===== config.mk =====
export PLATFORM = sky130hd
export DESIGN_NAME = streaming_top_k_select_core
export DESIGN_NICKNAME = d
export VERILOG_FILES = /design/src/hw/rtl/stks_pkg.sv /design/src/hw/rtl/stks_front.sv /design/src/hw/rtl/stks_back.sv /design/src/hw/rtl/streaming_top_k_select_core.sv
export VERILOG_INCLUDE_DIRS = /design/src /design/src/hw/rtl
export SDC_FILE = /design/constraint.sdc
export NUM_CORES = 1
export LEC_CHECK = 0
export BUFFER_PORTS_ARGS = -buffer_cell sky130_fd_sc_hd__buf_2
export CORE_MARGIN = 2
export CORE_UTILIZATION = 55
export CTS_CLUSTER_SIZE = 20
export DETAILED_ROUTE_END_ITERATION = 16
export PLACE_DENSITY = 0.72
export SYNTH_ARGS = -nofsm -noshare
export SYNTH_HDL_FRONTEND = slang
export SYNTH_SLANG_ARGS = --single-unit

===== constraint.sdc =====
create_clock -name clk -period 8 [get_ports clk]
set_clock_uncertainty 0.1 [all_clocks]
set_input_delay 0.4 -clock clk [delete_from_list [all_inputs] [get_ports clk]]
set_output_delay 0.4 -clock clk [all_outputs]
set_load 0.01 [all_outputs]

===== src/hw/rtl/streaming_top_k_select_core_assert.svh =====
// Assertion macros shared by the top-k selector RTL.
`ifndef STREAMING_TOP_K_SELECT_CORE_ASSERT_SVH
`define STREAMING_TOP_K_SELECT_CORE_ASSERT_SVH

// Implication checked on every clock edge outside reset.
`define TK_ASSERT_IMP(label, clk, rst_n, ante, cons) \
    label: assert property (@(posedge clk) disable iff (!rst_n) (ante) |-> (cons)) \
        else $error("assertion failed");

// Next-cycle implication.
`define TK_ASSERT_NEXT(label, clk, rst_n, ante, cons) \
    label: assert property (@(posedge clk) disable iff (!rst_n) (ante) |=> (cons)) \
        else $error("assertion failed");

`endif


===== src/hw/rtl/stks_pkg.sv =====
// Shared types and helpers for the top-k selector.
`default_nettype none
package stks_pkg;
    localparam int ScoreBits = 32;
    localparam int RankBits = 2;
    localparam int IndexOutBits = 18;

    typedef struct packed {
        logic [ScoreBits-1:0] score;
        logic last;
    } stks_in_t;

    typedef struct packed {
        logic [IndexOutBits-1:0] index;
        logic [RankBits-1:0] rank;
        logic final_res;
    } stks_out_t;

    // Unsigned key whose order is numeric float order; both zeros map alike.
    function automatic logic [ScoreBits-1:0] order_key(input logic [ScoreBits-1:0] bits);
        logic [ScoreBits-1:0] key;
        if (bits[ScoreBits-2:0] == '0)
        begin
            key = {1'b1, {(ScoreBits-1){1'b0}}};
        end
        else if (bits[ScoreBits-1])
        begin
            key = ~bits;
        end
        else
        begin
            key = bits | {1'b1, {(ScoreBits-1){1'b0}}};
        end
        return key;
    endfunction
endpackage
`default_nettype wire


===== src/hw/rtl/stks_front.sv =====
// Front part: sorted insertion of scores, snapshots the list on the last item.
`default_nettype none
`include "streaming_top_k_select_core_assert.svh"
module stks_front import stks_pkg::*; #(
    parameter int MAX_TOP = 4,
    parameter int INDEX_BITS = 18
) (
    input  wire logic clk,
    input  wire logic rst_n,
    input  wire logic push,
    input  wire stks_in_t in_item,
    input  wire logic [2:0] top_count,
    input  wire logic snap_ready,
    output logic full,
    output logic snap_valid,
    output logic [MAX_TOP*INDEX_BITS-1:0] snap_indices,
    output logic [$clog2(MAX_TOP+1)-1:0] snap_count
);
    localparam int CntBits = $clog2(MAX_TOP+1);
    localparam logic [INDEX_BITS:0] PosLimit = {1'b1, {INDEX_BITS{1'b0}}};

    logic [ScoreBits-1:0] key_reg [MAX_TOP];
    logic [ScoreBits-1:0] key_next [MAX_TOP];
    logic [INDEX_BITS-1:0] idx_reg [MAX_TOP];
    logic [INDEX_BITS-1:0] idx_next [MAX_TOP];
    logic [CntBits-1:0] filled_reg, filled_next;
    logic [INDEX_BITS:0] pos_reg, pos_next;
    logic snap_valid_reg, snap_valid_next;
    logic [MAX_TOP*INDEX_BITS-1:0] snap_idx_reg, snap_idx_next;
    logic [CntBits-1:0] snap_cnt_reg, snap_cnt_next;
    logic [MAX_TOP-1:0] beats;
    logic [ScoreBits-1:0] new_key;
    logic in_range, accept;
    logic [CntBits-1:0] want, n_new;

    assign full = snap_valid_reg && !snap_ready;
    assign accept = push && !full;
    assign new_key = order_key(in_item.score);
    assign in_range = pos_reg < PosLimit;

    // Per-slot compare: new key beats this slot, or slot empty.
    always_comb
    begin
        for (int j = 0; j < MAX_TOP; j++)
        begin
            beats[j] = (CntBits'(j) >= filled_reg) || (new_key > key_reg[j]);
        end
    end

    // Shift-insert into the sorted row.
    always_comb
    begin
        for (int j = 0; j < MAX_TOP; j++)
        begin
            key_next[j] = key_reg[j];
            idx_next[j] = idx_reg[j];
            if (beats[j])
            begin
                if (j == 0 || !beats[(j == 0) ? 0 : j-1])
                begin
                    key_next[j] = new_key;
                    idx_next[j] = pos_reg[INDEX_BITS-1:0];
                end
                else
                begin
                    key_next[j] = key_reg[(j == 0) ? 0 : j-1];
                    idx_next[j] = idx_reg[(j == 0) ? 0 : j-1];
                end
            end
        end
    end

    // Count clamp and snapshot.
    always_comb
    begin
        if (top_count == 3'd0)
            want = CntBits'(1);
        else if (32'(top_count) > MAX_TOP)
            want = CntBits'(MAX_TOP);
        else
            want = CntBits'(top_count);
        n_new = filled_reg;
        if (in_range && filled_reg < CntBits'(MAX_TOP))
            n_new = filled_reg + CntBits'(1);
        filled_next = filled_reg;
        pos_next = pos_reg;
        snap_valid_next = snap_valid_reg && !snap_ready;
        snap_idx_next = snap_idx_reg;
        snap_cnt_next = snap_cnt_reg;
        if (accept)
        begin
            if (in_range)
            begin
                filled_next = n_new;
                pos_next = pos_reg + 1'b1;
            end
            if (in_item.last)
            begin
                filled_next = '0;
                pos_next = '0;
                snap_cnt_next = (n_new < want) ? n_new : want;
                snap_valid_next = (n_new != '0);
                for (int j = 0; j < MAX_TOP; j++)
                begin
                    snap_idx_next[j*INDEX_BITS +: INDEX_BITS] =
                        in_range ? idx_next[j] : idx_reg[j];
                end
            end
        end
    end

    always_ff @(posedge clk or negedge rst_n)
    begin
        if (!rst_n)
        begin
            filled_reg <= '0;
            pos_reg <= '0;
            snap_valid_reg <= 1'b0;
        end
        else
        begin
            filled_reg <= filled_next;
            pos_reg <= pos_next;
            snap_valid_reg <= snap_valid_next;
        end
    end

    always_ff @(posedge clk)
    begin
        if (accept && in_range)
        begin
            for (int j = 0; j < MAX_TOP; j++)
            begin
                key_reg[j] <= key_next[j];
                idx_reg[j] <= idx_next[j];
            end
        end
        snap_idx_reg <= snap_idx_next;
        snap_cnt_reg <= snap_cnt_next;
    end

    assign snap_valid = snap_valid_reg;
    assign snap_indices = snap_idx_reg;
    assign snap_count = snap_cnt_reg;

    `TK_ASSERT_IMP(a_fill_bound, clk, rst_n, 1'b1, filled_reg <= CntBits'(MAX_TOP))
    `TK_ASSERT_IMP(a_snap_count, clk, rst_n, snap_valid_reg,
        snap_cnt_reg != '0 && snap_cnt_reg <= CntBits'(MAX_TOP))
    `TK_ASSERT_NEXT(a_last_clears, clk, rst_n, accept && in_item.last,
        filled_reg == '0 && pos_reg == '0)
endmodule
`default_nettype wire


===== src/hw/rtl/stks_back.sv =====
// Back part: walks a snapshot best first and emits one result item per index.
`default_nettype none
`include "streaming_top_k_select_core_assert.svh"
module stks_back import stks_pkg::*; #(
    parameter int MAX_TOP = 4,
    parameter int INDEX_BITS = 18
) (
    input  wire logic clk,
    input  wire logic rst_n,
    input  wire logic snap_valid,
    input  wire logic [MAX_TOP*INDEX_BITS-1:0] snap_indices,
    input  wire logic [$clog2(MAX_TOP+1)-1:0] snap_count,
    output logic snap_ready,
    output logic empty,
    input  wire logic pop,
    output stks_out_t out_item
);
    localparam int CntBits = $clog2(MAX_TOP+1);
    localparam int SelBits = (MAX_TOP > 1) ? $clog2(MAX_TOP) : 1;

    logic busy_reg, busy_next;
    logic [MAX_TOP*INDEX_BITS-1:0] list_reg, list_next;
    logic [CntBits-1:0] cnt_reg, cnt_next, k_reg, k_next;
    logic last_one, take;
    logic [INDEX_BITS-1:0] cur_idx;

    assign last_one = (k_reg + CntBits'(1)) == cnt_reg;
    assign take = busy_reg && pop;
    // Load a new list when idle or as the last entry leaves.
    assign snap_ready = !busy_reg || (take && last_one);
    assign cur_idx = list_reg[k_reg[SelBits-1:0]*INDEX_BITS +: INDEX_BITS];

    always_comb
    begin
        busy_next = busy_reg;
        list_next = list_reg;
        cnt_next = cnt_reg;
        k_next = k_reg;
        if (take)
        begin
            k_next = k_reg + CntBits'(1);
            if (last_one)
                busy_next = 1'b0;
        end
        if (snap_ready && snap_valid)
        begin
            busy_next = 1'b1;
            list_next = snap_indices;
            cnt_next = snap_count;
            k_next = '0;
        end
    end

    always_ff @(posedge clk or negedge rst_n)
    begin
        if (!rst_n)
        begin
            busy_reg <= 1'b0;
            k_reg <= '0;
            cnt_reg <= '0;
        end
        else
        begin
            busy_reg <= busy_next;
            k_reg <= k_next;
            cnt_reg <= cnt_next;
        end
    end

    always_ff @(posedge clk)
    begin
        list_reg <= list_next;
    end

    assign empty = !busy_reg;
    assign out_item.index = IndexOutBits'(cur_idx);
    assign out_item.rank = k_reg[RankBits-1:0];
    assign out_item.final_res = last_one;

    `TK_ASSERT_IMP(a_k_bound, clk, rst_n, busy_reg, k_reg < cnt_reg)
    `TK_ASSERT_NEXT(a_done_idle, clk, rst_n, take && last_one && !snap_valid, empty)
    `TK_ASSERT_NEXT(a_load_starts, clk, rst_n, snap_ready && snap_valid,
        busy_reg && k_reg == '0)
endmodule
`default_nettype wire


===== src/hw/rtl/streaming_top_k_select_core.sv =====
// Top level of the streaming top-k selector.
// Usage:
//  Input queue side: push/full with in_item (score bits, last). One score per
//  cycle while full is low; the position in the vector is the index.
//  Result queue side: empty/pop with out_item (index, rank, final_res).
//  Configuration: cfg_we/cfg_data write top_count (0 acts as 1, above
//  MAX_TOP acts as MAX_TOP); write only while idle.
//  Throughput: one item per cycle while full is low, set by the parallel
//  compare of the new score against MAX_TOP kept entries. On the last item
//  the list is copied to a one-entry snapshot queue; the back end loads it
//  into its list register once idle or as its last entry leaves, then
//  gives one result per cycle while the receiver pops.
//  Input stalls (full) only when a snapshot waits and the back end is still
//  draining an earlier list, e.g. when the receiver does not pop.
//  Reset clears counts and pending results, so the list reads as empty; top_count goes to 4.
`default_nettype none
module streaming_top_k_select_core import stks_pkg::*; #(
    parameter int MAX_TOP = 4,
    parameter int INDEX_BITS = 18
) (
    input  wire logic clk,
    input  wire logic rst_n,
    input  wire logic push,
    output logic full,
    input  wire stks_in_t in_item,
    output logic empty,
    input  wire logic pop,
    output stks_out_t out_item,
    input  wire logic cfg_we,
    input  wire logic [2:0] cfg_data
);
    localparam int CntBits = $clog2(MAX_TOP+1);

    logic [2:0] top_count_reg;
    logic snap_valid, snap_ready;
    logic [MAX_TOP*INDEX_BITS-1:0] snap_indices;
    logic [CntBits-1:0] snap_count;

    // Configuration register.
    always_ff @(posedge clk or negedge rst_n)
    begin
        if (!rst_n)
            top_count_reg <= 3'd4;
        else if (cfg_we)
            top_count_reg <= cfg_data;
    end

    stks_front #(.MAX_TOP(MAX_TOP), .INDEX_BITS(INDEX_BITS)) u_front (
        .clk(clk), .rst_n(rst_n), .push(push), .in_item(in_item),
        .top_count(top_count_reg), .snap_ready(snap_ready), .full(full),
        .snap_valid(snap_valid), .snap_indices(snap_indices), .snap_count(snap_count)
    );

    stks_back #(.MAX_TOP(MAX_TOP), .INDEX_BITS(INDEX_BITS)) u_back (
        .clk(clk), .rst_n(rst_n), .snap_valid(snap_valid), .snap_indices(snap_indices),
        .snap_count(snap_count), .snap_ready(snap_ready), .empty(empty), .pop(pop),
        .out_item(out_item)
    );
endmodule
`default_nettype wire

==> summary.md <==
| Metric | Value |
|---|---|
| Mapped Area | 20,000 µm² |
| CTS H-tree depth | 2 |
| Crit path DAT | 5140 ps |
| Placer Congestion | 0.907 |
| Max reg flops | 128 |
| First-pass GRT wire length | 71,200 µm |
| Share of post-route cells with drive strength above 1 | 0.139 |
| CTS root buf | clkbuf_16 |
| Number of synthesized flops with an enable pin | 347 |
| Count leader, synth | edfxtp_1 |
| F_max | 200 MHz |
| Worst hold stages | 3 |
| Unique masters post-synth | 58 |
| Synth warn | 0 |
| Crit path required time | 8140 ps |
| RSZ-0062 raised after global routing | false |
| Top-area cell type share of the netlist area | 0.522 |
| Setup TNS Final | 0 ps |
| Crit-path max FO | a little under 60 |
| Boundary pin count | between 60 and 70 |
| Antenna violations before repair | 1 |
| Ys flop type | edfxtp_1 |
| Core Box Area | 35,700 µm² |
| TritonCTS buffer count | 40 |
| Total power | 8.16 mW |
| Die X | a little under 200 µm |
| Row count | 69 |
| Initial Utilization | 0.560 |
| Post-synthesis xor/xnor area fraction | 0.0223 |
| Hold_sp | pop |
| Reg2reg path depth | 8 |
| Vias in the first global route | 13,300 |
| Seq/Total Area, Yosys | 0.564 |
| Hold Vio Cnt, Final | 0 |
| Post-synthesis compound-gate area fraction | 0.121 |
| # DRC | 0 |
| Port Buffers | 63 |
| Max_cap viols | 0 |
| DR vias/cell | 5.86 |
| DRT iter0 DRCs | 944 |
| Antenna Violating Nets Remaining | 0 |
| CTS tree | built |
| Fin crit period | 5000 ps |
| Hold Path End | u_back.k_reg[1]$_DFFE_PN0P_ |
| Post-synthesis adder-cell area fraction | 0.0847 |
| Largest family of logic cells by synthesized area | compound AO/OA/AOI/OAI gates |
| DR vias | 13,300 |
| Status | finished clean |
| Cell area after layout | 22,100 µm² |
| Post-synthesis mux area share | 0.0608 |
| Sink Count | 380 |
| Clock slew seen by the registers of the worst setup and hold paths | 60 ps |
| Syn_nets | ~1,900 |
| Clk Latency, worst-skew pair | 550 ps |
| Critical R2R Capture | u_front.key_reg[3][14]$_DFFE_PP_ |
| Nets@finish | 1,952 |
| Die area | 37,800 µm² |
| Detailed Routing Iterations Pass 1 | 7 |
| Drt total wl | 43,600 µm |
| Final setup violation count | 0 |
| Reg2reg start | u_back.k_reg[1]$_DFFE_PN0P_ |
| DP Wirelength | 28,700 µm |
| Critical path class | primary input to flip-flop |
| Cell taking the most area after synthesis | edfxtp_1 |
| Largest cells by area after synthesis | edfxtp_1 52%, ha_1 8.5%, o21ai_0 4.4%, dfrtp_1 4.0%, inv_1 3.2% |
| Power Density | 369 nW/µm² |
| Placed cell area | 20,600 µm² |
| HP Class | primary input to flip-flop |
| Slew Viols, Final | 0 |
| Leak Pwr | between 9 and 10 nW |
| Die Ht | 194 µm |
| Startpoint Class | primary input |
| Largest net degree at the start of global routing | 84 |
| Fin crit share | 0.625 |
| Gr ovfl total | 0 |
| Least-Margin Pin Slew | 1100 ps |
| Ys async rst share | 0.0868 |
| Post-Syn Instances | 1,742 |
| Maximum vdd drop | 0.194 mV |
| Most frequent cells after synthesis | 347 x edfxtp_1, 177 x o21ai_0, 170 x inv_1 |
| Max Root-Sink Buffers | 3 |
| Synthesis-to-finish area growth | 10.6% |
| Post-synthesis simple-gate area fraction | 0.0932 |
| Slew HR | 0.263 |
| Syn Area/Cell | 11.5 µm² |
| DR WL/cell | 19.2 µm |
| Tot GR Track Use | 0.236 |
| Synth Register Bits | 380 |
| Setup crit end kind | flip-flop |
| Flop-to-flop setup slack | between 3000 and 4000 ps |
-- timing repair --
action	4_1_cts	5_1_grt
gates resized for setup	0	0
setup buffers	0	0
endpoints found under the hold margin	35	0
hold buffers	5	0
-- area by class of cell --
class / instances / area (µm²)
diodes: 1 / 2.50
clock buffers: 47 / 1050
clock inverters: 27 / 357
fillers: 2778 / 13600
inverters: 171 / 642
multi-input cells: 1094 / 7680
flip-flops and latches: 380 / 11200
well taps: 461 / 577
repair buffers: 89 / 523
-- routing by layer --
layer  routed length (µm)  share of wire  vias up  GRT usage
met5                    0              0        -          0
met3                 2360          0.054       63     0.0283
met2                21500           0.49      414      0.406
met4                  936          0.021        0     0.0678
li1                     -              -     6432          -
met1                18800           0.43     6394      0.317
-- how the worst max path moves through the flow --
stage | start | end | slack (ps)
floorplan | u_back.k_reg[0]$_DFFE_PN0P_ | u_front.key_reg[3][0]$_DFFE_PP_ | 1640
finish | in_item[32] | u_front.snap_indices[38]$_DFFE_PP_ | 3000
global placement | in_item[25] | u_front.idx_reg[3][11]$_DFFE_PP_ | 2540
detailed placement | in_item[32] | u_front.snap_indices[38]$_DFFE_PP_ | 2460
CTS | in_item[32] | u_front.snap_indices[38]$_DFFE_PP_ | 3020
global route | in_item[8] | u_front.snap_indices[38]$_DFFE_PP_ | 2590
-- placed cells by master, fill, tap and decap left out, types with 33 or more instances in the layout --
master | Yosys | layout
or2_2 | 34 | 34
mux2i_1 | 39 | 39
nand3_1 | 46 | 46
buf_2 | 22 | 63
ha_1 | 135 | 135
inv_1 | 170 | 169
a21oi_1 | 122 | 122
o21ai_0 | 177 | 177
a31oi_1 | 75 | 74
nand2_1 | 133 | 132
xnor2_1 | 35 | 35
edfxtp_1 | 347 | 347
nor2_1 | 92 | 89
nand4_1 | 37 | 37
clkbuf_16 | 0 | 41
mux2_2 | 33 | 33
-- stage by stage --
step                      setup WS, ps   util  hold slack, ps  instances
after detailed placement          2460  0.578             305       2190
final                             3000  0.619            66.4       2270
after floorplan                   1640      -            4.41       1742
after CTS                         3020  0.619            49.3       2269
after global routing              2590  0.619            87.8       2270
after global placement            2540  0.578             300       2190
-- kinds of logic after synthesis --
| logic type | after synthesis |
|---|---|
| compound gates | 422 |
| xor+xnor | 49 |
| fa+ha+maj | 135 |
| buf+inv | 268 |
| flops | 380 |
| mux | 94 |
| simple gates | 394 |
-- worst max-delay path, stage by stage --
cell and delay [ps]:
buf_2 630, o21ai_0 650, ha_1 530, nand4_1 170
nor4_1 570, o41ai_2 280, a31oi_4 800, buf_4 640
mux2i_1 310, a31oi_1 130
-- power breakdown --
group | switching [mW] | total [mW] | internal [mW]
clock | 0.784 | 1.96 | 1.18
combinational | 1.70 | 2.68 | 0.975
sequential | 0.324 | 3.52 | 3.19
No activity file was read; power rests on OpenSTA's default activity.
